<file path="config.mk">
export PLATFORM = sky130hd
export DESIGN_NAME = sme_queue
export DESIGN_NICKNAME = d
export VERILOG_FILES = /design/src/hdl/sme_pkg.sv /design/src/hdl/sme_queue.sv
export SDC_FILE = /design/constraint.sdc
export NUM_CORES = 1
export LEC_CHECK = 0
export BUFFER_PORTS_ARGS = -buffer_cell sky130_fd_sc_hd__buf_2
export CAP_MARGIN = 30
export CELL_PAD_IN_SITES_DETAIL_PLACEMENT = 0
export CELL_PAD_IN_SITES_GLOBAL_PLACEMENT = 2
export CORE_ASPECT_RATIO = 0.75
export CORE_MARGIN = 3
export CORE_UTILIZATION = 44
export DETAILED_ROUTE_END_ITERATION = 6
export PLACE_DENSITY_LB_ADDON = 0.1
export SYNTH_ARGS = -nofsm -noshare
export SYNTH_HDL_FRONTEND = slang
export SYNTH_SLANG_ARGS = --single-unit
</file>
<file path="constraint.sdc">
create_clock -name clk -period 2.7 [get_ports clk]
set_clock_uncertainty 0.15 [all_clocks]
set_input_delay 0.54 -clock clk [delete_from_list [all_inputs] [get_ports clk]]
set_output_delay 0.54 -clock clk [all_outputs]
set_load 0.005 [all_outputs]
</file>
<file path="src/hdl/sme_pkg.sv">
// ----------------------------------------------------------------------------
// sme_pkg
// Shared types, constants and codes of the scaled monochrome bitmap expander.
// ----------------------------------------------------------------------------
package sme_pkg;

  // Store and fixed-point geometry
  localparam int BITMAP_BYTES = 512;
  localparam int FRAC_BITS    = 16;
  localparam int ADDR_W       = $clog2(BITMAP_BYTES);
  localparam int SRC_W        = 7;
  localparam int STEP_W       = FRAC_BITS + SRC_W;
  localparam int DIV_CNT_W    = $clog2(STEP_W + 1);

  // Field widths
  localparam int DST_W      = 12;
  localparam int POS_W      = 12;
  localparam int SUM_W      = POS_W + 1;
  localparam int STRIDE_W   = 13;
  localparam int COLOR_W    = 32;
  localparam int IDX_W      = 25;
  localparam int BYTE_W     = 8;
  localparam int BIDX_W     = 9;
  localparam int BITSEL_W   = 3;
  localparam int BIT_W      = 2 * SRC_W;
  localparam int PROD_W     = POS_W + STEP_W;
  localparam int PIX_FULL_W = SUM_W + STRIDE_W;

  // Port widths
  localparam int IN_TDATA_W  = 48;
  localparam int OUT_TDATA_W = 64;
  localparam int CFG_IDX_W   = 4;
  localparam int CFG_DATA_W  = 32;

  // Queue between front and back
  localparam int QDEPTH = 4;
  localparam int QPTR_W = $clog2(QDEPTH);
  localparam int QCNT_W = $clog2(QDEPTH + 1);

  // Register reset values
  localparam logic [SRC_W-1:0]    SRC_WIDTH_RST  = 7'd8;
  localparam logic [SRC_W-1:0]    SRC_HEIGHT_RST = 7'd16;
  localparam logic [DST_W-1:0]    DST_WIDTH_RST  = 12'd8;
  localparam logic [DST_W-1:0]    DST_HEIGHT_RST = 12'd16;
  localparam logic [STRIDE_W-1:0] FB_STRIDE_RST  = 13'd1024;
  localparam logic [COLOR_W-1:0]  DRAW_COLOR_RST = 32'hFFFF_FFFF;

  typedef enum logic {
    KIND_LOAD  = 1'b0,
    KIND_QUERY = 1'b1
  } kind_t;

  typedef enum logic [CFG_IDX_W-1:0] {
    REG_SRC_WIDTH  = 4'd0,
    REG_SRC_HEIGHT = 4'd1,
    REG_DST_WIDTH  = 4'd2,
    REG_DST_HEIGHT = 4'd3,
    REG_DEST_X     = 4'd4,
    REG_DEST_Y     = 4'd5,
    REG_FB_STRIDE  = 4'd6,
    REG_DRAW_COLOR = 4'd7
  } cfg_idx_t;

  typedef struct packed {
    logic [SRC_W-1:0]    src_width;
    logic [SRC_W-1:0]    src_height;
    logic [DST_W-1:0]    dst_width;
    logic [DST_W-1:0]    dst_height;
    logic [POS_W-1:0]    dest_x;
    logic [POS_W-1:0]    dest_y;
    logic [STRIDE_W-1:0] fb_stride;
    logic [COLOR_W-1:0]  draw_color;
  } cfg_regs_t;

  // One classified item waiting for the back end
  typedef struct packed {
    kind_t               kind;
    logic                ok;
    logic [ADDR_W-1:0]   addr;
    logic [BYTE_W-1:0]   data;
    logic [BITSEL_W-1:0] bit_sel;
    logic [IDX_W-1:0]    pix_idx;
  } q_entry_t;

endpackage

</file>
<file path="src/hdl/sme_queue.sv">
// ----------------------------------------------------------------------------
// sme_queue
// Short FIFO of classified items between the front and the back end.
// ----------------------------------------------------------------------------
module sme_queue (
  input  logic                          clk,
  input  logic                          rst_n,
  input  logic                          push,
  input  sme_pkg::q_entry_t             push_entry,
  input  logic                          pop,
  output sme_pkg::q_entry_t             head,
  output logic                          empty,
  output logic [sme_pkg::QCNT_W-1:0]    count
);

  sme_pkg::q_entry_t               slot_r [sme_pkg::QDEPTH];
  logic [sme_pkg::QPTR_W-1:0]      wr_ptr_r;
  logic [sme_pkg::QPTR_W-1:0]      rd_ptr_r;
  logic [sme_pkg::QCNT_W-1:0]      count_r;

  // Advance pointers and occupancy
  always_ff @(posedge clk) begin
    if (!rst_n) begin
      wr_ptr_r <= '0;
      rd_ptr_r <= '0;
      count_r  <= '0;
    end else begin
      if (push) begin
        wr_ptr_r <= wr_ptr_r + 1'b1;
      end
      if (pop) begin
        rd_ptr_r <= rd_ptr_r + 1'b1;
      end
      if (push && !pop) begin
        count_r <= count_r + 1'b1;
      end else if (pop && !push) begin
        count_r <= count_r - 1'b1;
      end
    end
  end

  // Store entries
  always_ff @(posedge clk) begin
    if (push) begin
      slot_r[wr_ptr_r] <= push_entry;
    end
  end

  assign head  = slot_r[rd_ptr_r];
  assign empty = (count_r == '0);
  assign count = count_r;

endmodule

</file>
=== Yosys cells after proc, flatten, opt, wreduce, memory -nomap -nowiden ===
Memory sizes are Yosys's and may differ from the RTL's. A register that Yosys moved wholly into a read port is not among the register bits.
Index checks and enable logic that the tools add are counted.

* Register bits after elaboration: 7
* Bits in latches: 0
* RAM bits: 188
* Bits in read-only memories: 0
* Bits of input ports: 51
* Word-level logic and storage cells: 20
* Memories kept: 1

{| class="wikitable"
|+ Memories
! name !! words !! bits a word !! read ports !! clocked after Yosys merged registers in !! wr ports !! RTL line !! text
|-
| slot_r || 4 || 47 || 1 || 1 || 1 || sme_queue.sv:16 || <nowiki>sme_pkg::q_entry_t slot_r [sme_pkg::QDEPTH];</nowiki>
|}

* Add/sub/neg operators: 4
* Multipliers: 0
* Divide/modulo/power cells: 0
* Magnitude comparators: 0
* Equality and inequality tests: 0
* Shift-type cells: 0
* Mux-type cells: 6
* Bitwise operators: 0
* Reductions and logical operators: 6

{| class="wikitable"
|+ Operators with widths
! kind !! number
|-
| 3-bit 2-to-1 mux || 2
|-
| 2-bit by 1-bit adder with 2-bit output, second input constant || 2
|-
| 2-bit 2-to-1 mux || 2
|-
| 3-bit by 1-bit adder with 3-bit output, second input constant || 1
|-
| 3-bit zero test || 1
|-
| 3-bit by 1-bit subtractor with 3-bit output, second input constant || 1
|-
| 1-bit logical AND || 2
|-
| 1-bit zero test || 2
|-
| 1-bit 2-to-1 mux || 2
|-
| 2-bit nonzero test || 1
|}

=== Depth between registers and ports, before layout ===
* Depth in word-level cells: 4
* Mapped depth: 7
* Depth with buffers taken out: 7

=== Worst setup path after synthesis ===
OpenSTA, ideal clock, no wires.

* Path type: input -> register
* From: in push
* To: mem slot_r[0][0] (netlist name), enable pin
* Setup time: 0.409 ns
* Data arrival time: 1.668 ns
* Setup slack: 0.473 ns
* Stages: 1
* Path buffers: 0
* Cells stage by stage: and2_1

* Cells in the longest elaborated chain, start to end: 2

{| class="wikitable"
|+ RTL lines
! what !! RTL line !! text
|-
| start: declaration || sme_queue.sv:8 || <nowiki>input logic push,</nowiki>
|-
| 1-bit 2-to-1 mux || sme_queue.sv:44 || <nowiki>if (push) begin</nowiki>
|-
| 1-bit 2-to-1 mux (implied by the code) || sme_queue.sv:45 || <nowiki>slot_r[wr_ptr_r] <= push_entry;</nowiki>
|-
| end: declaration || sme_queue.sv:16 ||
|}

Every way passes these cells.

==> impl_metrics.env <==
export IMPL_mostFrequentLayoutCells="edfxtp_1, buf_2, mux4_2"
export IMPL_yosysUniqueCellTypes=21
export IMPL_coreArea_um2=15700
export IMPL_fmax_mhz=403
export IMPL_antenna_found_initial=3
export IMPL_avgSynthCellArea_um2=25.2
export IMPL_ys_warnings_count=0
export IMPL_area_growth_synth_to_final_pct=20.9
export IMPL_worst_pin_slew_ps=482
export IMPL_grt_overflow_total=0
export IMPL_drc=0
export IMPL_final_layout_size_suffix_gt1_share_pct=46.7
export IMPL_dp_final_hpwl_um=7760
export IMPL_p_total_mw=6.79
export IMPL_via_per_inst=5.09
export IMPL_finalMaxSlewViolations=0
export IMPL_start_kind="register"
export IMPL_status="completed"
export IMPL_wl_per_cell_um=20.1
export IMPL_finalCritPeriodShare_pct=92.0
export IMPL_postRouteAntennaNets=0
export IMPL_syn_cell_area_um2=7240
export IMPL_path_class="register to primary output"
export IMPL_synth_edf_count=188
export IMPL_cp_max_fo=17
export IMPL_num_fill_cells=1189
export IMPL_max_vdd_ir_drop_uv=479
export IMPL_end_kind="primary output"
export IMPL_final_util_pct=55.9
export IMPL_powerDensity_nw_per_um2=775
export IMPL_rows=39
export IMPL_rsz0062_at_grt="no"
export IMPL_clock_latency_ps=420
export IMPL_dieArea_um2=18100
export IMPL_min_path_type="input port to register"
export IMPL_postSynthNetCount=344
export IMPL_finalHoldViolCount=0
export IMPL_detail_route_first_pass_iterations=4
export IMPL_clk_pin_slew_ps=70
export IMPL_dieWidth_um=154
export IMPL_multi_input_area_um2=1310
export IMPL_synth_ff_type="edfxtp_1"
export IMPL_cts_resized=0
export IMPL_drt_total_wl_um=12700
export IMPL_globalplace_congestion=0.670
export IMPL_rrSetupSlack_ps=970
export IMPL_die_h_um=117
export IMPL_synth_async_sr_flop_share_pct=0
export IMPL_yosysSeqAreaShare_pct=80.4
export IMPL_grt_pass1_vias=3356
export IMPL_setup_violations=0
export IMPL_p_leak_nw=3.00
export IMPL_ys_ff_latch=197
export IMPL_cts_htree_levels=4
export IMPL_nNetsFinal=472
export IMPL_cts_root_buf="clkbuf_16"
export IMPL_cp_arrival_ps=1790
export IMPL_insertedDiodeCount=0
export IMPL_slew_headroom_pct=67.8
export IMPL_worstPathRequired_ps=2010
export IMPL_setup_tns_ps=0
export IMPL_maxCapViolations=0
export IMPL_grt_pass1_wl_um=19300
export IMPL_cts_sinks=197
export IMPL_num_io_pins=102
export IMPL_cts_made_buffers=17
export IMPL_syn_inst=287
export IMPL_drt_iter0_markers=228
export IMPL_grt_max_degree=39
export IMPL_port_buffer_count=101
export IMPL_clk_path_buf_depth=2
export IMPL_tritoncts="done"
export IMPL_regArea_um2=5830
export IMPL_period_needed_ps=2480
export IMPL_initial_core_util_pct=46.2
export IMPL_grtUsageTotal_pct=14.9
export IMPL_vias=3225
export IMPL_mostFrequentLayoutCell="edfxtp_1"
-- worst max-delay path: stages (launching register included) --
cell and delay, ps:
dfxtp_4 450, buf_12 210, mux4_2 550, buf_2 150
-- flip-flops by register name, summed over array words and instances (netlist names), named ones only --
signal,cells
wr_ptr_r,2
count,3
rd_ptr_r,2
slot_r,188
-- synth_stat cells (all sizes together) (2+ instances only) --
library cell | count | area share [%]
mux2i | 2 | 0.28
ha | 5 | 0.86
mux4 | 47 | 15
xnor2 | 2 | 0.24
xor2 | 3 | 0.36
buf | 9 | 1.4
nor2b | 2 | 0.17
inv | 4 | 0.21
edfxtp | 188 | 78
dfxtp | 9 | 2.5
and2 | 9 | 0.78
-- path summary, 6_finish.rpt --
path | from | to | depth (start not counted)
worst min-delay path | push_entry[7] | slot_r[3][7] | 1
worst max-delay path | register | head[41] | 3
worst max register to register | wr_ptr_r[0] | slot_r[2][4] | 4
worst min register to register | count[2] | count[2] | 2
-- metrics by stage --
stage	instances	setup WS, ps	area (um^2)	hold WS (ps)
2_1_floorplan	287	473	7240	343
3_3_place_gp	594	495	8100	357
3_5_place_dp	594	469	8100	370
4_1_cts	626	47.5	8710	155
5_1_grt	633	129	8760	155
6_report	633	216	8760	177
-- layer usage --
layer,GRT usage (%),part of all wire [%],vias to the layer above
met5,0,0.22,-
met4,5.65,1.4,6
met3,5.37,5.4,18
met2,24.0,49,76
met1,18.8,44,1659
li1,-,-,1466
-- area by class of cell --
type                            count  share of cell area (%)
Clock inverter                     13                    2.06
Tap cell                          205                    2.93
Inverter                            4                   0.171
Sequential cell                   197                    66.5
Timing Repair Buffer              119                    8.45
Clock buffer                       19                    4.94
Multi-Input combinational cell     76                    14.9
-- power by group --
part | switching [mW] | internal, mW | leakage, nW
combinational | 0.304 | 0.336 | 0.906
sequential | 0.0470 | 3.50 | 1.80
clock | 1.05 | 1.55 | 0.296
-- cell families after synthesis --
logic type,Yosys count,share of synthesized area [%]
mux,49,14.9
xor+xnor,5,0.605
buf+inv,14,1.62
flops,197,80.4
fa+ha+maj,6,1.14
compound gates,2,0.173
simple gates,14,1.16
-- timing repair --
| item | CTS | global route |
|---|---|---|
| endpoints found under the setup margin | 0 | 5 |
| setup buffers | 0 | 7 |
| hold buffers | 0 | 0 |
(Power assumes the default switching activity.)
