[config.mk]
export PLATFORM = sky130hd
export DESIGN_NAME = sme_step_div
export DESIGN_NICKNAME = d
export VERILOG_FILES = /design/src/hdl/sme_pkg.sv /design/src/hdl/sme_step_div.sv
export SDC_FILE = /design/constraint.sdc
export NUM_CORES = 1
export LEC_CHECK = 0
export ABC_CLOCK_PERIOD_IN_PS = 3600
export BUFFER_PORTS_ARGS = -buffer_cell sky130_fd_sc_hd__buf_4
export CAP_MARGIN = 20
export CORE_MARGIN = 8
export CORE_UTILIZATION = 45
export CTS_CLUSTER_DIAMETER = 150
export DETAILED_ROUTE_END_ITERATION = 16
export PLACE_DENSITY = 0.73
export SLEW_MARGIN = 20
export SYNTH_ARGS = -nofsm -noshare
export SYNTH_HDL_FRONTEND = slang
export SYNTH_SLANG_ARGS = --single-unit
[constraint.sdc]
create_clock -name clk -period 3.6 [get_ports clk]
set_input_delay 0.72 -clock clk [delete_from_list [all_inputs] [get_ports clk]]
set_output_delay 0.72 -clock clk [all_outputs]
set_load 0.005 [all_outputs]
[src/hdl/sme_pkg.sv]
// ----------------------------------------------------------------------------
// sme_pkg
// Shared types, constants and codes of the scaled monochrome bitmap expander.
// ----------------------------------------------------------------------------
package sme_pkg;

  // Store and fixed-point geometry
  localparam int BITMAP_BYTES = 512;
  localparam int FRAC_BITS    = 16;
  localparam int ADDR_W       = $clog2(BITMAP_BYTES);
  localparam int SRC_W        = 7;
  localparam int STEP_W       = FRAC_BITS + SRC_W;
  localparam int DIV_CNT_W    = $clog2(STEP_W + 1);

  // Field widths
  localparam int DST_W      = 12;
  localparam int POS_W      = 12;
  localparam int SUM_W      = POS_W + 1;
  localparam int STRIDE_W   = 13;
  localparam int COLOR_W    = 32;
  localparam int IDX_W      = 25;
  localparam int BYTE_W     = 8;
  localparam int BIDX_W     = 9;
  localparam int BITSEL_W   = 3;
  localparam int BIT_W      = 2 * SRC_W;
  localparam int PROD_W     = POS_W + STEP_W;
  localparam int PIX_FULL_W = SUM_W + STRIDE_W;

  // Port widths
  localparam int IN_TDATA_W  = 48;
  localparam int OUT_TDATA_W = 64;
  localparam int CFG_IDX_W   = 4;
  localparam int CFG_DATA_W  = 32;

  // Queue between front and back
  localparam int QDEPTH = 4;
  localparam int QPTR_W = $clog2(QDEPTH);
  localparam int QCNT_W = $clog2(QDEPTH + 1);

  // Register reset values
  localparam logic [SRC_W-1:0]    SRC_WIDTH_RST  = 7'd8;
  localparam logic [SRC_W-1:0]    SRC_HEIGHT_RST = 7'd16;
  localparam logic [DST_W-1:0]    DST_WIDTH_RST  = 12'd8;
  localparam logic [DST_W-1:0]    DST_HEIGHT_RST = 12'd16;
  localparam logic [STRIDE_W-1:0] FB_STRIDE_RST  = 13'd1024;
  localparam logic [COLOR_W-1:0]  DRAW_COLOR_RST = 32'hFFFF_FFFF;

  typedef enum logic {
    KIND_LOAD  = 1'b0,
    KIND_QUERY = 1'b1
  } kind_t;

  typedef enum logic [CFG_IDX_W-1:0] {
    REG_SRC_WIDTH  = 4'd0,
    REG_SRC_HEIGHT = 4'd1,
    REG_DST_WIDTH  = 4'd2,
    REG_DST_HEIGHT = 4'd3,
    REG_DEST_X     = 4'd4,
    REG_DEST_Y     = 4'd5,
    REG_FB_STRIDE  = 4'd6,
    REG_DRAW_COLOR = 4'd7
  } cfg_idx_t;

  typedef struct packed {
    logic [SRC_W-1:0]    src_width;
    logic [SRC_W-1:0]    src_height;
    logic [DST_W-1:0]    dst_width;
    logic [DST_W-1:0]    dst_height;
    logic [POS_W-1:0]    dest_x;
    logic [POS_W-1:0]    dest_y;
    logic [STRIDE_W-1:0] fb_stride;
    logic [COLOR_W-1:0]  draw_color;
  } cfg_regs_t;

  // One classified item waiting for the back end
  typedef struct packed {
    kind_t               kind;
    logic                ok;
    logic [ADDR_W-1:0]   addr;
    logic [BYTE_W-1:0]   data;
    logic [BITSEL_W-1:0] bit_sel;
    logic [IDX_W-1:0]    pix_idx;
  } q_entry_t;

endpackage

[src/hdl/sme_step_div.sv]
// ----------------------------------------------------------------------------
// sme_step_div
// Restoring divider for one scaling step: (src << FRAC_BITS) / dst + 1,
// one quotient bit per cycle. A zero divisor is taken as one.
// ----------------------------------------------------------------------------
module sme_step_div (
  input  logic                           clk,
  input  logic                           rst_n,
  input  logic                           start,
  input  logic [sme_pkg::SRC_W-1:0]      src,
  input  logic [sme_pkg::DST_W-1:0]      dst,
  output logic                           busy,
  output logic [sme_pkg::STEP_W-1:0]     step
);

  logic                              pend_r;
  logic                              run_r;
  logic [sme_pkg::DIV_CNT_W-1:0]     cnt_r;
  logic [sme_pkg::STEP_W-1:0]        quo_r;
  logic [sme_pkg::DST_W-1:0]         rem_r;
  logic [sme_pkg::STEP_W-1:0]        step_r;

  logic [sme_pkg::DST_W-1:0]         div_d;
  logic [sme_pkg::DST_W:0]           rem_sh;
  logic                              ge;
  logic [sme_pkg::DST_W-1:0]         rem_nxt;
  logic [sme_pkg::STEP_W-1:0]        quo_nxt;
  logic                              load;

  // Divisor, trial subtract and next quotient bit
  always_comb begin
    div_d   = (dst == '0) ? sme_pkg::DST_W'(1) : dst;
    rem_sh  = {rem_r, quo_r[sme_pkg::STEP_W-1]};
    ge      = (rem_sh >= {1'b0, div_d});
    rem_nxt = ge ? sme_pkg::DST_W'(rem_sh - {1'b0, div_d}) : rem_sh[sme_pkg::DST_W-1:0];
    quo_nxt = {quo_r[sme_pkg::STEP_W-2:0], ge};
    load    = pend_r && !start;
  end

  // Control: load once the start request is gone, so new settings are seen
  always_ff @(posedge clk) begin
    if (!rst_n) begin
      pend_r <= 1'b1;
      run_r  <= 1'b0;
      cnt_r  <= '0;
      step_r <= '0;
    end else begin
      if (start) begin
        pend_r <= 1'b1;
        run_r  <= 1'b0;
      end else if (load) begin
        pend_r <= 1'b0;
        run_r  <= 1'b1;
        cnt_r  <= sme_pkg::DIV_CNT_W'(sme_pkg::STEP_W);
      end else if (run_r) begin
        cnt_r <= cnt_r - 1'b1;
        if (cnt_r == sme_pkg::DIV_CNT_W'(1)) begin
          run_r  <= 1'b0;
          step_r <= quo_nxt + 1'b1;
        end
      end
    end
  end

  // Datapath: dividend shifts out as quotient shifts in
  always_ff @(posedge clk) begin
    if (load) begin
      quo_r <= sme_pkg::STEP_W'(src) << sme_pkg::FRAC_BITS;
      rem_r <= '0;
    end else if (run_r) begin
      quo_r <= quo_nxt;
      rem_r <= rem_nxt;
    end
  end

  assign busy = pend_r || run_r;
  assign step = step_r;

endmodule

==> Yosys cells after proc, flatten, opt, wreduce, memory -nomap -nowiden <==
Cells that the tools add are included.
W data, S select, Z words.
{ "classes": {"magnitude_cmp": 1, "mux": 9, "bitwise": 3, "eq_ne": 1, "addsub": 3, "reduce_logical": 8} }
{ "op_table": {"columns": ["operator", "count"], "rows": [
  ["$mux W23", 2],
  ["$mux W12", 2],
  ["$add A23 B1 Y23 const B", 1],
  ["$ge A13 B12 Y1", 1],
  ["$logic_not A12 Y1", 1],
  ["$sub A12 B12 Y12", 1],
  ["$mux W5", 2],
  ["$eq A5 B1 Y1 const B", 1],
  ["$sub A5 B1 Y5 const B", 1],
  ["$reduce_and A4 Y1", 1],
  ["$mux W1", 3],
  ["$not A1 Y1", 3],
  ["$reduce_and A2 Y1", 1],
  ["$reduce_bool A2 Y1", 1],
  ["$reduce_or A2 Y1", 1],
  ["$logic_and A1 B1 Y1", 1],
  ["$logic_not A1 Y1", 1],
  ["$logic_or A1 B1 Y1", 1]
]} }
{ "totals": {"output_inout_bits": 24, "wordCells": 32, "register_bits": 65} }

==> Depth between registers and ports, before layout <==
{ "depth": {"word_depth": 5, "ltp_mapped": 16} }

==> Worst setup path after synthesis <==
Ideal clock, no wire load.
{ "synth_path": {"path_kind": "input to register", "start": "input port dst[4] (netlist name)", "end": "register step_r (netlist bit step[16])", "path_slack_ns": 0.329, "setup_ns": 0.086, "path_buffers": 3, "arrival_ns": 3.185, "stages": 16, "required_time_ns": 3.514, "path_cell_list": "nor4_1 a31o_2 ha_1 nor2b_1 o21a_2 o31a_4 nor2_4 inv_2 buf_2 ha_1 buf_4 and3_1 buf_6 nand3_2 xor2_1 a211oi_1"} }
{ "synth_via": {"elab_chain_len": 4} }
{ "synth_lines": {"columns": ["element", "line_no", "text"], "rows": [
  ["from (decl)", "sme_step_div.sv:11", "input logic [sme_pkg::DST_W-1:0] dst,"],
  ["$logic_not A12 Y1", "sme_step_div.sv:32", "div_d = (dst == '0) ? sme_pkg::DST_W'(1) : dst;"],
  ["$mux W12 *", "sme_step_div.sv:32", null],
  ["$ge A13 B12 Y1 *", "sme_step_div.sv:34", "ge = (rem_sh >= {1'b0, div_d});"],
  ["named net ge", "sme_step_div.sv:25", "logic ge;"],
  ["$add A23 B1 Y23 *", "sme_step_div.sv:59", "step_r <= quo_nxt + 1'b1;"],
  ["to (signal assigned)", "sme_step_div.sv:59", null],
  ["to (decl)", "sme_step_div.sv:21", "logic [sme_pkg::STEP_W-1:0] step_r;"]
]} }
The timed path passes the listed nets; every way through them passes the cells marked *.
A chain may end at the register's enable or synchronous reset.

==> Worst setup path in the final report <==
{ "layout_path": {"start": "input port dst[1] (netlist name)", "end": "register step_r (netlist bit step[20])"} }
{ "layout_via": {"elab_chain_len": 4} }
{ "layout_lines": {"columns": ["element", "line_no"], "rows": [
  ["$logic_not A12 Y1", "sme_step_div.sv:32"],
  ["$mux W12 *", "sme_step_div.sv:32"],
  ["$ge A13 B12 Y1 *", "sme_step_div.sv:34"],
  ["$add A23 B1 Y23 *", "sme_step_div.sv:59"]
]} }
Mark *: on every way between the ends. The rest lies on a longest branch, timed or not.

==> key figures <==
Pwr
  – Switching Fraction: 0.2800
  – Power, Total: between 0.0015 and 0.002 W
  – Seq pwr share: 0.482
  – Clock network power share: 0.328
  – Int Power: roughly 0.0012 W
  – Combinational fraction of design power: 0.190
  – LEAKAGE: roughly 1.7 nW
  – P_sw: around 0.00046 W
  – Maximum vdd drop: 0.1909 mV
  – Power Density: ~400 nW/um^2

Detailed routing
  – Total Wirelength: 7.950 mm
  – WL per Instance: between 10 and 15 um
  – Vias: 3025
  – DR iter-0 viols: roughly 180
  – Post-DRT Antenna Nets: 0
  – First-pass iteration count of the detailed router: 4
  – Residual DRC: 0
  – Vias/cell: approximately 5.4

Floorplanning
  – Row count: 33
  – Starting Density: 0.4547
  – Core Region: ~8100 sq um
  – Die width: about 110 um
  – Chip height: 106.2 um
  – I/O pin cnt: 46
  – Die area: 11280 sq um

STA
  – Final slew viol count: 0
  – Min Hold Slack: just under 500 ps
  – Fin crit share: 0.8714
  – Setup ws final: between 400 and 500 ps
  – Slew margin rel.: 0.5355
  – Least-Margin Pin Slew: about 700 ps
  – Max Clk Rate: 0.3188 GHz
  – Setup Total Neg Slack: 0 ps
  – Worst Skew: 11.23 ps
  – RSZ-0062 raised after global routing: false
  – # setup viols final: 0
  – Period minus WS final: about 3100 ps
  – Final Hold Viols: 0

Placed design
  – Post-Place Worst Slack: ~130 ps
  – Buffers on Ports: 45
  – Final HPWL DP: around 6 mm
  – Placer Congestion: about 0.89

Global route
  – Largest net degree at the start of global routing: 55
  – Vias in the first global route: 2808
  – First-pass GRT wire length: around 13 mm
  – Initial antenna violation count: 0
  – Gr ovfl total: 0
  – GRT Resource Usage Total: 0.1432

Setup path
  – CP Launch Type: input pin
  – Most used cell, CP: ha_1
  – Slowest CP cell: o31a_4
  – Crit-path cells: buf_4, nor4_1, a31o_2, ha_1, nor2b_1, o21a_2, o31a_4, nor2_4, inv_2, ha_1, and3_1, nand3_2, xor2_1, a211oi_1
  – CP Capture Type: flip-flop
  – CP Max Fanout: 12
  – Crit path largest cell delay: around 350 ps
  – CP arrival: approximately 3300 ps
  – Crit Path Class: input pin to flip-flop
  – CP required: about 3800 ps

Clocking
  – H-tree depth: 3
  – Clock insertion delay at the later pin of the skew report: between 300 and 400 ps
  – CTS Buf Count: 9
  – Clock transition at path regs: 70 ps
  – CTS max path bufs: 2
  – CTS tree: done
  – Post-CTS sizing: 0
  – Post-CTS Setup Inserts: 0
  – CTS Sinks: 65
  – CTS root buffer: clkbuf_8
  – CTS hold repair buffers: 0

Layout
  – Layout filler cell count: between 700 and 800
  – Layout area overhead: 14.66%
  – Share of layout cells above drive strength 1: 0.1913
  – Number of diodes: 0
  – Final net count: 493

Synthesis
  – Post-Syn Area: around 3700 sq um
  – Syn. warnings: 0
  – EDFF count, synth: 7
  – Register area share after synthesis: 0.3746
  – Synth top area share: 0.3172
  – Avg Inst Size Synth: 8.717 sq um
  – Post-synth top flop: dfxtp_1
  – Mapped Cells: 420
  – Net count after synthesis: ~460
  – Synth async-reset ratio: 0
  – Top-count cell post-synth: dfxtp_1
  – Synth cell count leaders: dfxtp_1 (58), nor2_1 (45), nand2_1 (32)
  – Synth cell types: 65
  – Post-synth top area cell: dfxtp_1
  – Largest cells by area after synthesis: dfxtp_1 (32%), edfxtp_1 (5.7%), ha_1 (5.1%), mux2i_1 (4.9%), nor2_1 (4.6%)
  – Synthesized flop and latch total: 65

Hold path
  – Worst hold path type: flip-flop to flip-flop

Run
  – Max-cap viol count: 0

Outcome
  – Status: completed
==> layout by cell type (no fill, tap or decap), drive strengths merged, types with 3 or more instances in the layout <==
cell     netlist  layout
a211oi        14      14
a21oi         20      20
a31o           3       3
a31oi         12      12
and3          12      12
buf           10      51
clkbuf        17      13
clkinv         1       4
dfxtp         58      58
edfxtp         7       7
ha            15      15
inv           22      22
mux2i         18      18
nand2         32      32
nand2b         3       3
nand3         16      16
nand4          4       4
nor2          46      46
nor2b          4       4
nor3           3       3
o2111ai        5       5
o211ai         3       3
o21a           6       6
o21ai         30      30
o31ai          3       3
or3            4       4
xnor2          9       9
xor2          17      17
==> worst max-delay path: cells and delay by family <==
| family | cells | cell delay, ps |
|---|---|---|
| and+or+nand+nor | 5 | 870 |
| AOI/OAI and AO/OA | 4 | 860 |
| adders and majority gates | 2 | 480 |
| buffers and inverters | 2 | 230 |
| xor gates and xnor gates | 1 | 160 |
==> flip-flops by register name, indices dropped and copies added (netlist names) <==
signal  count
cnt_r       5
step       23
quo_r      23
rem_r      12
pend_r      1
run_r       1
==> metrics by stage <==
stage,cell area (sq um),cells,util
2_1_floorplan,3661,420,-
3_3_place_gp,4023,549,0.4996
3_5_place_dp,4023,549,0.4996
4_1_cts,4198,565,0.5214
5_1_grt,4198,565,0.5214
6_report,4198,565,0.5214
==> layout make-up <==
cell class	count	area, sq um	share of cell area
Timing Repair Buffer	51	382.9	0.09121
Inverter	23	86.33	0.02057
Tap cell	105	131.4	0.03130
Multi-Input combinational cell	305	2049	0.4882
Clock inverter	3	15.01	0.003577
Sequential cell	65	1373	0.3270
Clock buffer	13	160.2	0.03815
==> power by group through the flow <==
stage	combinational, W	sequential (W)	clock (W)
floorplan	0.000245	0.000800	0
global placement	0.000306	0.000812	0
detailed placement	0.000311	0.000812	0
CTS	0.000313	0.000796	0.000559
global route	0.000352	0.000801	0.000596
finish	0.000314	0.000797	0.000543
==> routing by layer <==
metal	up-vias	track usage	part of all wire
li1	1568	-	-
met1	1384	0.1913	0.49
met2	65	0.2203	0.45
met3	8	0.03932	0.049
met4	0	0.04221	0.011
met5	-	0	0
==> final timing paths <==
kind / end / depth (start not counted) / from / slack, ps
setup / recovery: step[20] / 14 / dst[1] / 460
hold / removal: rem_r[3] / 2 / rem_r[2] / 490
setup reg to reg: step[20] / 11 / rem_r[5] / 800
hold reg to reg: rem_r[3] / 2 / rem_r[2] / 490
==> kinds of logic after synthesis <==
| group | Yosys count | synth area share |
|---|---|---|
| xor+xnor | 26 | 0.06220 |
| fa+ha+maj | 16 | 0.05673 |
| buf+inv | 50 | 0.06562 |
| mux | 18 | 0.04921 |
| simple gates | 138 | 0.1934 |
| compound gates | 107 | 0.1982 |
| flops | 65 | 0.3746 |
Note: power is estimated with default switching activity, not from simulation.
