===== config.mk =====
export PLATFORM = sky130hd
export DESIGN_NAME = sme_back
export DESIGN_NICKNAME = d
export VERILOG_FILES = /design/src/hdl/sme_pkg.sv /design/src/hdl/sme_ram.sv /design/src/hdl/sme_back.sv
export SDC_FILE = /design/constraint.sdc
export NUM_CORES = 2
export LEC_CHECK = 0
export BUFFER_PORTS_ARGS = -buffer_cell sky130_fd_sc_hd__buf_2
export CAP_MARGIN = 20
export CORE_ASPECT_RATIO = 1.5
export CORE_UTILIZATION = 35
export DETAILED_ROUTE_END_ITERATION = 7
export GPL_TIMING_DRIVEN = 0
export PLACE_DENSITY = 0.52
export SLEW_MARGIN = 40
export SYNTH_ARGS = -nofsm -noshare
export SYNTH_HDL_FRONTEND = slang
export SYNTH_SLANG_ARGS = --single-unit

===== constraint.sdc =====
create_clock -name clk -period 3.9 [get_ports clk]
set_clock_uncertainty 0.2 [all_clocks]
set_input_delay 0.195 -clock clk [delete_from_list [all_inputs] [get_ports clk]]
set_output_delay 0.195 -clock clk [all_outputs]
set_load 0.02 [all_outputs]

===== src/hdl/sme_pkg.sv =====
// ----------------------------------------------------------------------------
// sme_pkg
// Shared types, constants and codes of the scaled monochrome bitmap expander.
// ----------------------------------------------------------------------------
package sme_pkg;

  // Store and fixed-point geometry
  localparam int BITMAP_BYTES = 512;
  localparam int FRAC_BITS    = 16;
  localparam int ADDR_W       = $clog2(BITMAP_BYTES);
  localparam int SRC_W        = 7;
  localparam int STEP_W       = FRAC_BITS + SRC_W;
  localparam int DIV_CNT_W    = $clog2(STEP_W + 1);

  // Field widths
  localparam int DST_W      = 12;
  localparam int POS_W      = 12;
  localparam int SUM_W      = POS_W + 1;
  localparam int STRIDE_W   = 13;
  localparam int COLOR_W    = 32;
  localparam int IDX_W      = 25;
  localparam int BYTE_W     = 8;
  localparam int BIDX_W     = 9;
  localparam int BITSEL_W   = 3;
  localparam int BIT_W      = 2 * SRC_W;
  localparam int PROD_W     = POS_W + STEP_W;
  localparam int PIX_FULL_W = SUM_W + STRIDE_W;

  // Port widths
  localparam int IN_TDATA_W  = 48;
  localparam int OUT_TDATA_W = 64;
  localparam int CFG_IDX_W   = 4;
  localparam int CFG_DATA_W  = 32;

  // Queue between front and back
  localparam int QDEPTH = 4;
  localparam int QPTR_W = $clog2(QDEPTH);
  localparam int QCNT_W = $clog2(QDEPTH + 1);

  // Register reset values
  localparam logic [SRC_W-1:0]    SRC_WIDTH_RST  = 7'd8;
  localparam logic [SRC_W-1:0]    SRC_HEIGHT_RST = 7'd16;
  localparam logic [DST_W-1:0]    DST_WIDTH_RST  = 12'd8;
  localparam logic [DST_W-1:0]    DST_HEIGHT_RST = 12'd16;
  localparam logic [STRIDE_W-1:0] FB_STRIDE_RST  = 13'd1024;
  localparam logic [COLOR_W-1:0]  DRAW_COLOR_RST = 32'hFFFF_FFFF;

  typedef enum logic {
    KIND_LOAD  = 1'b0,
    KIND_QUERY = 1'b1
  } kind_t;

  typedef enum logic [CFG_IDX_W-1:0] {
    REG_SRC_WIDTH  = 4'd0,
    REG_SRC_HEIGHT = 4'd1,
    REG_DST_WIDTH  = 4'd2,
    REG_DST_HEIGHT = 4'd3,
    REG_DEST_X     = 4'd4,
    REG_DEST_Y     = 4'd5,
    REG_FB_STRIDE  = 4'd6,
    REG_DRAW_COLOR = 4'd7
  } cfg_idx_t;

  typedef struct packed {
    logic [SRC_W-1:0]    src_width;
    logic [SRC_W-1:0]    src_height;
    logic [DST_W-1:0]    dst_width;
    logic [DST_W-1:0]    dst_height;
    logic [POS_W-1:0]    dest_x;
    logic [POS_W-1:0]    dest_y;
    logic [STRIDE_W-1:0] fb_stride;
    logic [COLOR_W-1:0]  draw_color;
  } cfg_regs_t;

  // One classified item waiting for the back end
  typedef struct packed {
    kind_t               kind;
    logic                ok;
    logic [ADDR_W-1:0]   addr;
    logic [BYTE_W-1:0]   data;
    logic [BITSEL_W-1:0] bit_sel;
    logic [IDX_W-1:0]    pix_idx;
  } q_entry_t;

endpackage


===== src/hdl/sme_ram.sv =====
// ----------------------------------------------------------------------------
// sme_ram
// Generic single-port RAM with registered read data.
// ----------------------------------------------------------------------------
module sme_ram #(
  parameter int WIDTH = 8,
  parameter int DEPTH = 512
) (
  input  logic                     clk,
  input  logic                     we,
  input  logic                     re,
  input  logic [$clog2(DEPTH)-1:0] addr,
  input  logic [WIDTH-1:0]         wdata,
  output logic [WIDTH-1:0]         rdata
);

  logic [WIDTH-1:0] mem [DEPTH];
  logic [WIDTH-1:0] rdata_r;

  // Write on we, capture read data on re, hold otherwise
  always_ff @(posedge clk) begin
    if (we) begin
      mem[addr] <= wdata;
    end
    if (re) begin
      rdata_r <= mem[addr];
    end
  end

  assign rdata = rdata_r;

endmodule


===== src/hdl/sme_back.sv =====
// ----------------------------------------------------------------------------
// sme_back
// Carries out queued items: loads write the bitmap store, queries read it,
// pick the sampled bit and present the result transaction.
// ----------------------------------------------------------------------------
module sme_back (
  input  logic                               clk,
  input  logic                               rst_n,
  input  logic                               q_empty,
  input  sme_pkg::q_entry_t                  q_head,
  output logic                               q_pop,
  input  logic [sme_pkg::COLOR_W-1:0]        draw_color,
  output logic                               out_tvalid,
  input  logic                               out_tready,
  output logic [sme_pkg::OUT_TDATA_W-1:0]    out_tdata,
  output logic                               out_tuser
);

  localparam int PAD_W = sme_pkg::OUT_TDATA_W - sme_pkg::IDX_W - sme_pkg::COLOR_W;

  logic                             head_load;
  logic                             ram_we;
  logic                             ram_re;
  logic [sme_pkg::BYTE_W-1:0]       ram_rdata;
  logic                             b1_adv;
  logic                             hit;

  logic                             b1_v_r;
  logic                             b1_v_nxt;
  logic                             b1_ok_r;
  logic [sme_pkg::BITSEL_W-1:0]     b1_bit_sel_r;
  logic [sme_pkg::IDX_W-1:0]        b1_pix_r;

  logic                             o_v_r;
  logic                             o_v_nxt;
  logic                             o_we_r;
  logic [sme_pkg::IDX_W-1:0]        o_idx_r;
  logic [sme_pkg::COLOR_W-1:0]      o_color_r;

  // Pop a load at once; pop a query when the read stage can take it
  always_comb begin
    head_load = (q_head.kind == sme_pkg::KIND_LOAD);
    b1_adv    = b1_v_r && (!o_v_r || out_tready);
    q_pop     = !q_empty && (head_load || !b1_v_r || b1_adv);
    ram_we    = q_pop && head_load && q_head.ok;
    ram_re    = q_pop && !head_load;
    b1_v_nxt  = ram_re || (b1_v_r && !b1_adv);
    o_v_nxt   = b1_adv || (o_v_r && !out_tready);
  end

  sme_ram #(
    .WIDTH (sme_pkg::BYTE_W),
    .DEPTH (sme_pkg::BITMAP_BYTES)
  ) u_store (
    .clk   (clk),
    .we    (ram_we),
    .re    (ram_re),
    .addr  (q_head.addr),
    .wdata (q_head.data),
    .rdata (ram_rdata)
  );

  // Read stage
  always_ff @(posedge clk) begin
    if (!rst_n) begin
      b1_v_r <= 1'b0;
    end else begin
      b1_v_r <= b1_v_nxt;
    end
  end

  always_ff @(posedge clk) begin
    if (ram_re) begin
      b1_ok_r      <= q_head.ok;
      b1_bit_sel_r <= q_head.bit_sel;
      b1_pix_r     <= q_head.pix_idx;
    end
  end

  // Bit 7 of a byte is the leftmost pixel
  assign hit = b1_ok_r && ram_rdata[sme_pkg::BITSEL_W'(sme_pkg::BYTE_W - 1) - b1_bit_sel_r];

  // Output register: hold while the sink stalls
  always_ff @(posedge clk) begin
    if (!rst_n) begin
      o_v_r <= 1'b0;
    end else begin
      o_v_r <= o_v_nxt;
    end
  end

  always_ff @(posedge clk) begin
    if (b1_adv) begin
      o_we_r    <= hit;
      o_idx_r   <= hit ? b1_pix_r : '0;
      o_color_r <= hit ? draw_color : '0;
    end
  end

  assign out_tvalid = o_v_r;
  assign out_tuser  = o_we_r;
  assign out_tdata  = {{PAD_W{1'b0}}, o_color_r, o_idx_r};

endmodule


# Word level (Yosys, flattened, before mapping)
# Memories as Yosys holds them, arrays and structs flattened. A register that Yosys moved wholly into a read port is not among the register bits.
# Index checks and enable logic that the tools add are counted.
# classes
n_reduce_logical	18
mux	4
n_bitwise	1
magnitude_cmp	1
add_sub_neg	1
# op_table
op	count
logical AND 1 bit	8
zero test 1 bit	5
logical OR 1 bit	5
less-than comparator 3 x 4 -> 1 bit (second input constant)	1
binary-select mux 1 bit (select 3 bit)	1
two-way mux 1 bit	3
subtractor 3 bit (first input constant)	1
NOT 1 bit	1
# totals
mem_bits_rw	4096
register_bits	89
n_memories	1
word_cells	34
in_bits	83
output_inout_bits	67
# memory_table
name	depth	word_bits	read_ports	rd_clocked_by_memory_dff	wr	line	source
u_store.mem	512	8	1	1	1	sme_ram.sv:17	logic [WIDTH-1:0] mem [DEPTH];

# Longest topological paths before layout
# depth
ltp_word	9
depth_mapped	13

# Hierarchy
# Synthesis repeated with hierarchy kept, for this count alone.
# hier_totals
hier_cells	7819
hier_area_um2	162006.6
# by_module_without_submodules
mod	cells_each	n_inst	area_per_inst_um2	seq_area_each_um2
sme_ram	7575	1	158439.5	123238.2
sme_back	244	1	3567.2	2652.5

# Least setup slack after synthesis
# OpenSTA, ideal clock, no wires.
# synth_timing
path_type	reg2reg
start	register o_v_r (netlist: out_tvalid)
end	register o_color_r[0] (netlist bit) (enable)
required_ns	3.219
stages_incl_launch_ff	3
period_less_slack_ns	3.822
path_buffers	0
setup_slack_ns	0.078
arrival_time_ns	3.141
setup_ns	0.481
path_cell_list	dfxtp_1 nor2b_1 nor2b_1
# synth_via
elab_chain_cells	3
# synth_rtl
element	line	source
start, declared	sme_back.sv:34	logic o_v_r;
start signal, assigned	sme_back.sv:88	o_v_r <= o_v_nxt;
zero test 1 bit	sme_back.sv:43	b1_adv = b1_v_r && (!o_v_r || out_tready);
logical OR 1 bit	sme_back.sv:43	
logical AND 1 bit	sme_back.sv:43	
via b1_adv	sme_back.sv:25	logic b1_adv;
end signal, assigned	sme_back.sv:96	o_color_r <= hit ? draw_color : '0;
end, declared	sme_back.sv:38	logic [sme_pkg::COLOR_W-1:0] o_color_r;
# The timed path passes the listed nets, and every way through them passes these cells.
# A chain may end at the register's enable or synchronous reset.

==> impl_metrics.ini <==
[status]
outcome = finished with violations
violations = negative setup slack

[timing]
fmaxAchievable_ghz = 0.235
finalHoldViolCount = 0
setup-violations-final = 1277
holdWs_ps = 28.3
relSlewSlack = 0.290
report.final.slew_viol_count = 0
tightestPinTransition_ps = 1060
rsz0062_at_grt = yes
worst_slack_ps = -362
min_period_ps = 4260
min_period_over_period = 1.09

[min_path]
holdPathStages = 2
hold_class = input port to flop

[final_layout]
drive_gt1_frac = 0.321
multi_input_area_mm2 = 0.0369
nets = 8733
seqCellArea_mm2 = 0.126
final_cell_mix = edfxtp_1 (4191), mux4_2 (872), mux2i_1 (427), clkbuf_16 (399), nor2_2 (359)
fin_util = 0.418
finalNonFillerCells = 15199
n_fill_cell = 40529
final_common_cell = edfxtp_1
area.growth.synth_to_final_pct = 19.0

[synth]
synthCells = 7789
synth_top_area_share = 0.774
synth_top_area_cell = edfxtp_1
synthesis.area_mm2 = 0.163
synth-main-ff-cell = edfxtp_1
synth_compound_area_frac = 0.0271
yosys-top-cells-area = edfxtp_1 (77%), mux4_2 (12%), mux2i_1 (2.9%), nor2_1 (1.4%), buf_2 (0.62%)
yosys.area_share.xor_xnor = 0
synth-adder-area-share = 0
synth_top_family_by_area = multiplexers
synth.avg_cell_area_um2 = 20.9
ys_types = 74
synth-seq-cells = 4193
yosys_warnings = 0
yosysSeqAreaShare = 0.775
synth-simple-area-share = 0.0298
synth_edf_count = 4191
synthMuxAreaShare = 0.153
async_flop_share = 0

[cts]
cts_made_buffers = 395
cts-root-buf = clkbuf_16
clkLatencyLatePin_ps = 1030
clock_path_buffers = 4
htreeDepth = 5
cts.sinks = 4193
cts_tree = yes
clk_pin_slew_worst_paths_ps = 60

[worst_setup_path]
path_cells = buf_2, buf_2, buf_4, buf_4, buf_6, buf_6, buf_2, clkbuf_8, o221ai_1, a211oi_2, nand4_1
crit_path_end_kind = flop
cp_slowest_cell = a211oi_2
cp_num_buf_inv = 8
cp_slowest_stage_delay_ps = 590
start_kind = input port
path_class = input port to flop
cp_data_required_time_ps = 4400
crit_end = u_store.rdata[2]$_DFFE_PP_
rr_startpoint = u_store.mem[495][1]$_DFFE_PP_
critical-path-top-delay-family = buffers and inverters
cp.depth = 11
r2r_slack_ps = -80
reg2reg_depth = 8
crit_start = q_head[39]
cp_common_cell = buf_2
r2r_end = u_store.rdata[1]$_DFFE_PP_
crit_arrival_ps = 4770
critPathMaxFanout = 10

[global_routing]
grt_pass1_vias = 90086
antenna_found_initial = 79
grt-ovfl-total = 0
grt_max_degree = 97
grt_usage = 0.334
grt_pass1_wl_um = 984000

[die]
dieHeight_um = 837
die_w_um = 558
pin_count = 150
die_area_mm2 = 0.467
initial_core_util = 0.351
rows = 306
coreArea_mm2 = 0.463

[placed_design]
dp_hpwl_um = 564000
io_buffers = 140
placedCellCount = 14269
gp_congestion = 1.05
place_ws_ps = -3150

[routing]
drc = 0
drt-total-wl_um = 789000
drt_first_pass_iters = 6
ant_nets = 0
drt-initial-drc-count = 15048
viasPerCell = 6.16
routedWlPerCell_um = 51.9
num_vias = 93636

[power]
peakVddDrop_v = 0.000415
power_density_mw_per_mm2 = 501
leakagePower_uw = 0.0603

[job]
drv_cap = 0
-- layer usage --
metal | part of all wire | global-route usage | vias to the layer above | wire (um)
met5 | 0.000087 | 0 | - | 69
met4 | 0.13 | 0.351 | 10 | 100000
met3 | 0.085 | 0.0655 | 2066 | 66900
met2 | 0.47 | 0.530 | 6881 | 369000
met1 | 0.32 | 0.364 | 50525 | 253000
li1 | - | - | 34154 | -
-- cell usage after synthesis, types with 11 or more instances --
| library cell | number |
|---|---|
| edfxtp_1 | 4191 |
| mux4_2 | 872 |
| nor2_1 | 597 |
| mux2i_1 | 468 |
| buf_2 | 200 |
| clkbuf_1 | 173 |
| nand2_1 | 150 |
| o22ai_1 | 149 |
| a22oi_1 | 104 |
| a21oi_1 | 98 |
| o21ai_0 | 78 |
| and2_1 | 69 |
| nand3_1 | 63 |
| mux2_2 | 49 |
| a211oi_1 | 48 |
| buf_4 | 46 |
| nor2b_1 | 36 |
| buf_6 | 32 |
| a31oi_1 | 31 |
| nand4_1 | 27 |
| buf_1 | 26 |
| and3_1 | 21 |
| nor4_1 | 20 |
| a2111oi_0 | 15 |
| a211o_1 | 14 |
| nor3_1 | 13 |
| o2111ai_1 | 13 |
| and4_1 | 12 |
| nand2b_1 | 12 |
| a22o_1 | 11 |
| a32o_1 | 11 |
| nor3b_1 | 11 |
-- final cells by class --
type | count | area share
diodes | 71 | 0.000919
inverters | 11 | 0.000233
repair buffers | 461 | 0.0305
clock inverters | 256 | 0.0138
clock buffers | 459 | 0.0528
well taps | 6160 | 0.0399
multi-input cells | 3113 | 0.191
plain buffers | 475 | 0.0198
flip-flops and latches | 4193 | 0.651
-- how the worst min path moves through the flow --
stage	end	from	slack, ps
2_1_floorplan	b1_bit_sel_r[0]$_DFFE_PP_	q_head[25]	90
3_3_place_gp	b1_pix_r[19]$_DFFE_PP_	q_head[19]	180
4_1_cts	u_store.mem[163][2]$_DFFE_PP_	q_head[30]	2
3_5_place_dp	b1_pix_r[2]$_DFFE_PP_	q_head[2]	170
6_report	u_store.mem[163][2]$_DFFE_PP_	q_head[30]	30
5_1_grt	u_store.mem[163][2]$_DFFE_PP_	q_head[30]	70
-- timing repair --
action                                  CTS  global route
endpoints found under the hold margin  2199             0
hold buffers                            143             0
buffers inserted                          2             1
gates resized for setup                 372            97
pin swaps                                 3             2
setup endpoints to repair              4074           177
-- state kept, by name, summed over array words and instances (netlist names) --
| name | flops |
|---|---|
| u_store.mem | 4096 |
| o_idx_r | 25 |
| b1_pix_r | 25 |
| o_color_r | 32 |
| u_store.rdata | 8 |
| out_tuser | 1 |
| b1_ok_r | 1 |
| b1_bit_sel_r | 3 |
| out_tvalid | 1 |
| b1_v_r | 1 |
-- cell families after synthesis --
kind of cell / count (synthesis)
compound gates: 650
flops: 4193
simple gates: 1067
mux: 1389
buf+inv: 489
other cells: 1
-- power breakdown --
| group | internal, uW | total [uW] | leakage (uW) | switching (uW) |
|---|---|---|---|---|
| clock | 22000 | 40000 | 0.00625 | 18000 |
| sequential | 49600 | 49600 | 0.0378 | 18.1 |
| combinational | 1950 | 7300 | 0.0163 | 5360 |
-- metrics by stage --
stage               total power, uW  TNS [ps]  area [um^2]
detailed placement            57400  -8397110       177000
global route                  98000     -1250       193000
floorplan                     52800         0       163000
CTS                           96500     -1740       193000
finish                        96900   -103120       193000
global placement              57300         -       171000
Power figures use the tool's default switching activity.
