==> src/hdl/sme_pkg.sv <==
// ----------------------------------------------------------------------------
// sme_pkg
// Shared types, constants and codes of the scaled monochrome bitmap expander.
// ----------------------------------------------------------------------------
package sme_pkg;

  // Store and fixed-point geometry
  localparam int BITMAP_BYTES = 512;
  localparam int FRAC_BITS    = 16;
  localparam int ADDR_W       = $clog2(BITMAP_BYTES);
  localparam int SRC_W        = 7;
  localparam int STEP_W       = FRAC_BITS + SRC_W;
  localparam int DIV_CNT_W    = $clog2(STEP_W + 1);

  // Field widths
  localparam int DST_W      = 12;
  localparam int POS_W      = 12;
  localparam int SUM_W      = POS_W + 1;
  localparam int STRIDE_W   = 13;
  localparam int COLOR_W    = 32;
  localparam int IDX_W      = 25;
  localparam int BYTE_W     = 8;
  localparam int BIDX_W     = 9;
  localparam int BITSEL_W   = 3;
  localparam int BIT_W      = 2 * SRC_W;
  localparam int PROD_W     = POS_W + STEP_W;
  localparam int PIX_FULL_W = SUM_W + STRIDE_W;

  // Port widths
  localparam int IN_TDATA_W  = 48;
  localparam int OUT_TDATA_W = 64;
  localparam int CFG_IDX_W   = 4;
  localparam int CFG_DATA_W  = 32;

  // Queue between front and back
  localparam int QDEPTH = 4;
  localparam int QPTR_W = $clog2(QDEPTH);
  localparam int QCNT_W = $clog2(QDEPTH + 1);

  // Register reset values
  localparam logic [SRC_W-1:0]    SRC_WIDTH_RST  = 7'd8;
  localparam logic [SRC_W-1:0]    SRC_HEIGHT_RST = 7'd16;
  localparam logic [DST_W-1:0]    DST_WIDTH_RST  = 12'd8;
  localparam logic [DST_W-1:0]    DST_HEIGHT_RST = 12'd16;
  localparam logic [STRIDE_W-1:0] FB_STRIDE_RST  = 13'd1024;
  localparam logic [COLOR_W-1:0]  DRAW_COLOR_RST = 32'hFFFF_FFFF;

  typedef enum logic {
    KIND_LOAD  = 1'b0,
    KIND_QUERY = 1'b1
  } kind_t;

  typedef enum logic [CFG_IDX_W-1:0] {
    REG_SRC_WIDTH  = 4'd0,
    REG_SRC_HEIGHT = 4'd1,
    REG_DST_WIDTH  = 4'd2,
    REG_DST_HEIGHT = 4'd3,
    REG_DEST_X     = 4'd4,
    REG_DEST_Y     = 4'd5,
    REG_FB_STRIDE  = 4'd6,
    REG_DRAW_COLOR = 4'd7
  } cfg_idx_t;

  typedef struct packed {
    logic [SRC_W-1:0]    src_width;
    logic [SRC_W-1:0]    src_height;
    logic [DST_W-1:0]    dst_width;
    logic [DST_W-1:0]    dst_height;
    logic [POS_W-1:0]    dest_x;
    logic [POS_W-1:0]    dest_y;
    logic [STRIDE_W-1:0] fb_stride;
    logic [COLOR_W-1:0]  draw_color;
  } cfg_regs_t;

  // One classified item waiting for the back end
  typedef struct packed {
    kind_t               kind;
    logic                ok;
    logic [ADDR_W-1:0]   addr;
    logic [BYTE_W-1:0]   data;
    logic [BITSEL_W-1:0] bit_sel;
    logic [IDX_W-1:0]    pix_idx;
  } q_entry_t;

endpackage

==> src/hdl/sme_front.sv <==
// ----------------------------------------------------------------------------
// sme_front
// Accepts input transactions, classifies loads and queries and works out
// the store address, bit select and framebuffer index in two stages.
// ----------------------------------------------------------------------------
module sme_front (
  input  logic                               clk,
  input  logic                               rst_n,
  input  logic                               in_tvalid,
  output logic                               in_tready,
  input  logic [sme_pkg::IN_TDATA_W-1:0]     in_tdata,
  input  logic                               in_tuser,
  input  sme_pkg::cfg_regs_t                 cfg,
  input  logic [sme_pkg::STEP_W-1:0]         step_x,
  input  logic [sme_pkg::STEP_W-1:0]         step_y,
  input  logic                               step_busy,
  input  logic [sme_pkg::QCNT_W-1:0]         q_count,
  output logic                               q_push,
  output sme_pkg::q_entry_t                  q_entry
);

  localparam int BVAL_LO = sme_pkg::BIDX_W;
  localparam int COL_LO  = BVAL_LO + sme_pkg::BYTE_W;
  localparam int ROW_LO  = COL_LO + sme_pkg::POS_W;

  logic                           acc;
  logic [sme_pkg::BIDX_W-1:0]     bidx;
  logic [sme_pkg::BYTE_W-1:0]     bval;
  logic [sme_pkg::POS_W-1:0]      col;
  logic [sme_pkg::POS_W-1:0]      row;
  logic [sme_pkg::PROD_W-1:0]     prod_x;
  logic [sme_pkg::PROD_W-1:0]     prod_y;
  logic [sme_pkg::QCNT_W:0]       pending;

  // Stage 1 registers
  logic                           f1_v_r;
  sme_pkg::kind_t                 f1_kind_r;
  logic [sme_pkg::BIDX_W-1:0]     f1_bidx_r;
  logic [sme_pkg::BYTE_W-1:0]     f1_bval_r;
  logic [sme_pkg::SRC_W-1:0]      f1_fx_r;
  logic [sme_pkg::SRC_W-1:0]      f1_fy_r;
  logic                           f1_inside_r;
  logic [sme_pkg::SUM_W-1:0]      f1_rsum_r;
  logic [sme_pkg::SUM_W-1:0]      f1_csum_r;

  // Stage 2 signals and registers
  logic [sme_pkg::BIT_W-1:0]      bit_addr;
  logic [sme_pkg::BIT_W-4:0]      byte_addr;
  logic [sme_pkg::PIX_FULL_W-1:0] pix_full;
  sme_pkg::q_entry_t              f2_nxt;
  logic                           f2_v_r;
  sme_pkg::q_entry_t              f2_r;

  // Unpack payload
  always_comb begin
    bidx = in_tdata[sme_pkg::BIDX_W-1:0];
    bval = in_tdata[BVAL_LO +: sme_pkg::BYTE_W];
    col  = in_tdata[COL_LO +: sme_pkg::POS_W];
    row  = in_tdata[ROW_LO +: sme_pkg::POS_W];
  end

  // Admit only while steps are settled and the queue has a slot per item in flight
  always_comb begin
    pending   = (sme_pkg::QCNT_W+1)'(q_count) + (sme_pkg::QCNT_W+1)'(f1_v_r)
              + (sme_pkg::QCNT_W+1)'(f2_v_r);
    in_tready = !step_busy && (pending < (sme_pkg::QCNT_W+1)'(sme_pkg::QDEPTH));
    acc       = in_tvalid && in_tready;
  end

  // Scale the destination position to source coordinates
  assign prod_x = sme_pkg::PROD_W'(col) * sme_pkg::PROD_W'(step_x);
  assign prod_y = sme_pkg::PROD_W'(row) * sme_pkg::PROD_W'(step_y);

  always_ff @(posedge clk) begin
    if (!rst_n) begin
      f1_v_r <= 1'b0;
    end else begin
      f1_v_r <= acc;
    end
  end

  always_ff @(posedge clk) begin
    if (acc) begin
      f1_kind_r   <= sme_pkg::kind_t'(in_tuser);
      f1_bidx_r   <= bidx;
      f1_bval_r   <= bval;
      f1_fx_r     <= prod_x[sme_pkg::FRAC_BITS +: sme_pkg::SRC_W];
      f1_fy_r     <= prod_y[sme_pkg::FRAC_BITS +: sme_pkg::SRC_W];
      f1_inside_r <= (col < cfg.dst_width) && (row < cfg.dst_height);
      f1_rsum_r   <= sme_pkg::SUM_W'(row) + sme_pkg::SUM_W'(cfg.dest_y);
      f1_csum_r   <= sme_pkg::SUM_W'(col) + sme_pkg::SUM_W'(cfg.dest_x);
    end
  end

  // Bit address in the store, framebuffer index, and the queue entry
  always_comb begin
    bit_addr  = sme_pkg::BIT_W'(f1_fy_r) * sme_pkg::BIT_W'(cfg.src_width)
              + sme_pkg::BIT_W'(f1_fx_r);
    byte_addr = bit_addr[sme_pkg::BIT_W-1:3];
    pix_full  = sme_pkg::PIX_FULL_W'(f1_rsum_r) * sme_pkg::PIX_FULL_W'(cfg.fb_stride)
              + sme_pkg::PIX_FULL_W'(f1_csum_r);

    f2_nxt.kind = f1_kind_r;
    f2_nxt.data = f1_bval_r;
    if (f1_kind_r == sme_pkg::KIND_LOAD) begin
      f2_nxt.ok      = (32'(f1_bidx_r) < 32'(sme_pkg::BITMAP_BYTES));
      f2_nxt.addr    = sme_pkg::ADDR_W'(f1_bidx_r);
      f2_nxt.bit_sel = '0;
      f2_nxt.pix_idx = '0;
    end else begin
      f2_nxt.ok      = f1_inside_r && (32'(byte_addr) < 32'(sme_pkg::BITMAP_BYTES));
      f2_nxt.addr    = sme_pkg::ADDR_W'(byte_addr);
      f2_nxt.bit_sel = bit_addr[sme_pkg::BITSEL_W-1:0];
      f2_nxt.pix_idx = pix_full[sme_pkg::IDX_W-1:0];
    end
  end

  always_ff @(posedge clk) begin
    if (!rst_n) begin
      f2_v_r <= 1'b0;
    end else begin
      f2_v_r <= f1_v_r;
    end
  end

  always_ff @(posedge clk) begin
    if (f1_v_r) begin
      f2_r <= f2_nxt;
    end
  end

  assign q_push  = f2_v_r;
  assign q_entry = f2_r;

endmodule

==> config.mk <==
export PLATFORM = sky130hd
export DESIGN_NAME = sme_front
export DESIGN_NICKNAME = d
export VERILOG_FILES = /design/src/hdl/sme_pkg.sv /design/src/hdl/sme_front.sv
export SDC_FILE = /design/constraint.sdc
export NUM_CORES = 2
export LEC_CHECK = 0
export BUFFER_PORTS_ARGS = -buffer_cell sky130_fd_sc_hd__buf_4
export CORE_MARGIN = 4
export CORE_UTILIZATION = 40
export CTS_BUF_LIST = sky130_fd_sc_hd__clkbuf_8
export CTS_CLUSTER_SIZE = 10
export DETAILED_ROUTE_END_ITERATION = 7
export SYNTH_ARGS = -nofsm -noshare
export SYNTH_HDL_FRONTEND = slang
export SYNTH_SLANG_ARGS = --single-unit
==> constraint.sdc <==
create_clock -name clk -period 5.93 [get_ports clk]
set_clock_uncertainty 0.2 [all_clocks]
set_input_delay 0.2965 -clock clk [delete_from_list [all_inputs] [get_ports clk]]
set_output_delay 0.2965 -clock clk [all_outputs]
set_load 0.1 [all_outputs]
* Word level (Yosys, flattened, before mapping)
Index checks and enable logic that the tools add are counted.
Word-level totals: input port bits 209, output and inout bits 49, bits in registers 108
Cells by class: reduce and logical (&&, ||, !) cells 5, multiply operators 4, mux-type cells 1, $lt $le $gt $ge 4, add/subtract/negate cells 6
Operator list (count):
- $mul A12 B23 Y23 | 2
- $add A12 B12 Y13 | 2
- $add A25 B13 Y25 | 1
- $mul A13 B13 Y25 | 1
- $lt A12 B12 Y1 | 2
- $add A14 B7 Y14 | 1
- $mul A7 B7 Y14 | 1
- $lt A11 B10 Y1 const B | 1
- $mux W9 | 1
- $add A3 B1 Y4 | 1
- $add A4 B1 Y4 | 1
- $logic_and A1 B1 Y1 | 4
- $lt A4 B3 Y1 const B | 1
- $logic_not A1 Y1 | 1

* Depth between registers and ports, before layout
depth after elaboration 5, mapped depth 22, gate-level depth less buffers 21

* Worst setup path after synthesis
OpenSTA, ideal clock, no wires.
path type reg-to-reg, start register f1_rsum_r[7] (netlist name), end register f2_r (netlist bit q_entry[24]), data pin, setup time 136 ps, stages on the path, launching flop included 22, arrival 5752 ps, setup slack -158 ps, buffers on the path 1, cell sequence edfxtp_1 -> clkbuf_1 -> and2_1 -> fa_1 -> inv_1 -> fa_1 -> inv_1 -> fa_1 -> inv_1 -> fa_1 -> inv_1 -> fa_1 -> inv_1 -> fa_1 -> inv_1 -> ha_1 -> o211ai_1 -> a2111oi_2 -> a21oi_2 -> o31a_1 -> or4b_1 -> nand3_1
On the way: cells in the longest elaborated chain, start to end 2
RTL lines:
- start: declaration | RTL line sme_front.sv:43 | logic [sme_pkg::SUM_W-1:0] f1_rsum_r;
- start signal: assignment | RTL line sme_front.sv:90 | f1_rsum_r <= sme_pkg::SUM_W'(row) + sme_pkg::SUM_W'(cfg.dest_y);
- $mul A13 B13 Y25 | RTL line sme_front.sv:100 | pix_full = sme_pkg::PIX_FULL_W'(f1_rsum_r) * sme_pkg::PIX_FULL_W'(cfg.fb_stride)
- $add A25 B13 Y25 | RTL line sme_front.sv:101 | + sme_pkg::PIX_FULL_W'(f1_csum_r);
- end signal: assignment | RTL line sme_front.sv:128 | f2_r <= f2_nxt;
- end: declaration | RTL line sme_front.sv:52 | sme_pkg::q_entry_t f2_r;
Every way passes these cells. A chain may end at the register's enable or synchronous reset.

* Final worst setup path
start register f1_rsum_r[5] (netlist name), end register f2_r (netlist bit q_entry[24]), data pin
The elaborated chain is that of the path after synthesis.

==> run metrics <==
Tmin final=6.05 ns; Final setup viols=4; failing checks=setup timing; Post-Syn Nets=roughly 3.5k; CORE AREA=approximately 60000 µm²; Critical Path Most Common Cell=fa_1; vias per inst=~5.0; slowest cell on the critical path=fa_1; YS warnings=0; FF/Latch Area=approximately 3200 µm²; Setup CP Type=flop to flop; Yosys reg bits=between 100 and 150; HPWL after detailed placement=between 50000 and 60000 µm; Area Growth Syn to Fin=14.0%; status=complete, but fails checks; crit path DAT=approximately 6 ns; Tot Pwr=14.6 mW; GPL Wtd Cong=0.899; EDFF count, synth=between 100 and 150; CP max stage delay=0.51 ns; Core Util, Final=a little under half; vias in the first global route=19.6k; port bufs=between 200 and 250; fin area=27300 µm²; Residual DRC=0; Syn Inst Count=approximately 2.6k; Post-DRT Antenna Nets=0; DRT Pass-1 Iters=5; Slew Limit Fails=0; fmax=about 170 MHz; setup ws final=-0.115 ns; Max VDD drop=0.000532 V; crit path launch type=flop; DIE AREA=63800 µm²; WP data required=approximately 6.0 ns; Power Dens Cells=approximately 540 nW/µm²; Die X=253 µm; NumNets Final=roughly 3.7k; 1st-iter DRT viols=808; Multi-input gate area=approximately 18000 µm²; crit end category=flop; crit path cell chain=buf_4, and2_4, fa_1, inv_1, fa_1, inv_2, fa_1, inv_1, fa_1, inv_1, fa_1, inv_2, fa_1, inv_2, ha_4, o211ai_1, a2111oi_4, a21oi_2, o31a_1, or4b_1, nand3_1; initial antenna violation count=7; clock tree buffer depth=2; post-place instance area=between 20000 and 30000 µm²; Buf/Inv on CP=7; CTS tree=done; leakage=around 14 nW; Reg clk slew, reported paths=approximately 0.13 ns; most common cell after layout, fill and taps aside=inv_1; largest net degree at the start of global routing=60; Rel. slew slack=approximately two fifths; max-cap violations=0; most used flip-flop cell after synthesis=edfxtp_1; Routed WL=slightly above 60000 µm; row cnt=approximately 90; grt total ovfl=0; layout cells sized above 1=12.4%; Post-Syn Area=23900 µm²; Worst Hold Margin=0.141 ns; CTS Sinks=108; Final period util=102%; WL/cell=17.4 µm; count of different cell masters after synthesis=between 60 and 70; via count=~18k; total global routing track utilization=20.0%; Clock Latency Late Sink=roughly 0.45 ns; Crit path max-delay family=adder cells; slew at the pin with the worst max-slew slack=around 0.92 ns; RSZ-0062 raised after global routing=yes; Initial Utilization=roughly 40%; Root Buffer=clkbuf_8; Filler cells=~5.7k; Hold Fails Final Rpt=0; commonest cells after routing, fill and taps aside=575 x inv_1, 458 x fa_1, 422 x nand2_1, 282 x buf_4, 255 x and2_1; min-delay worst type=primary input to flop; die height=about 250 µm; global-route wire length before repair=101000 µm; average cell area after synthesis=9.33 µm²; async set or reset register ratio after synthesis=0%; num ports=roughly 260; Max FO, Critical Path=2; Num CTS Buffers=9; CTS H-tree lvls=3; sequential share of the synthesized area=13.5%
-- final timing paths --
check	start	endpoint	slack (ns)	depth (start not counted)
worst max-delay path	f1_rsum_r[5]	q_entry[24]	-0.12	21
worst min-delay path	cfg[62]	f1_csum_r[5]	0.14	3
worst max register to register	f1_rsum_r[5]	q_entry[24]	-0.12	21
worst min register to register	f1_bval_r[6]	q_entry[34]	0.23	0
-- final cells by class --
class | count | share of cell area (%)
Inverter | 581 | 8.00
Antenna cell | 2 | 0.0184
Clock buffer | 9 | 0.454
Tap cell | 773 | 3.55
Multi-Input combinational cell | 1776 | 67.1
Clock inverter | 7 | 0.285
Sequential cell | 108 | 11.8
Timing Repair Buffer | 308 | 8.73
-- worst reg2reg max path, delay by kind of cell, from the launching register on --
family	cells	cell delay [ns]
simple gates	3	0.68
flops	1	0.44
fa+ha+maj	7	3.19
buf+inv	7	0.44
compound gates	4	0.97
-- flip-flops by register name, indices dropped and copies added, names as in the netlist --
name / cells
q_entry: 47
f1_fx_r: 7
f1_csum_r: 13
f1_v_r: 1
f1_kind_r: 1
f1_rsum_r: 13
f1_inside_r: 1
f1_bval_r: 8
f1_bidx_r: 9
f1_fy_r: 7
q_push: 1
-- timing repair --
action	CTS	global route
gates resized for setup	24	16
endpoints found under the setup margin	10	13
pin swaps	23	12
hold endpoints to repair	22	0
hold buffers	23	0
setup buffers	7	3
-- synth_stat cells (all sizes together), types with 25 or more instances --
cell	n	area share (%)
a21o	25	0.78
a21oi	48	1.0
and2	260	6.8
clkbuf	91	1.4
edfxtp	106	13
fa	458	38
ha	239	13
inv	581	9.1
nand2	422	6.6
nor2	31	0.49
o21ai	34	0.71
xnor2	82	3.0
-- layer usage --
metal  wire (µm)  track usage [%]  up-vias  share of wire (%)
li1            -                -     8157                  -
met1       26500             26.2     8885                 43
met2       29400             33.8      524                 47
met3        4680             4.82       89                7.6
met4        1330             4.87        8                2.1
met5          46                0        -              0.074
-- cell families after synthesis --
logic type	Yosys count	share of synthesized area (%)
AND/OR/NAND/NOR	792	16.0
adder cells (fa/ha/maj)	697	50.8
buffers and inverters	678	10.7
AO/OA/AOI/OAI	175	4.80
flip-flops	108	13.5
XOR/XNOR	105	3.85
multiplexers	7	0.324
-- report_power, final --
part / switching (mW) / internal (mW)
clock: 0.329 / 0.169
combinational: 6.76 / 5.91
sequential: 0.0862 / 1.34
total: 7.18 / 7.42
-- per-stage QoR --
stage	instances	worst slack [ns]	TNS (ns)
after floorplan	2562	-0.122	-0.122
after global placement	3514	-0.244	-0.923
after detailed placement	3514	-0.371	-2.48
after CTS	3560	-0.133	-0.402
after global routing	3563	-0.342	-2.32
final	3564	-0.115	-0.281
Note: power is estimated with default switching activity, not from simulation.
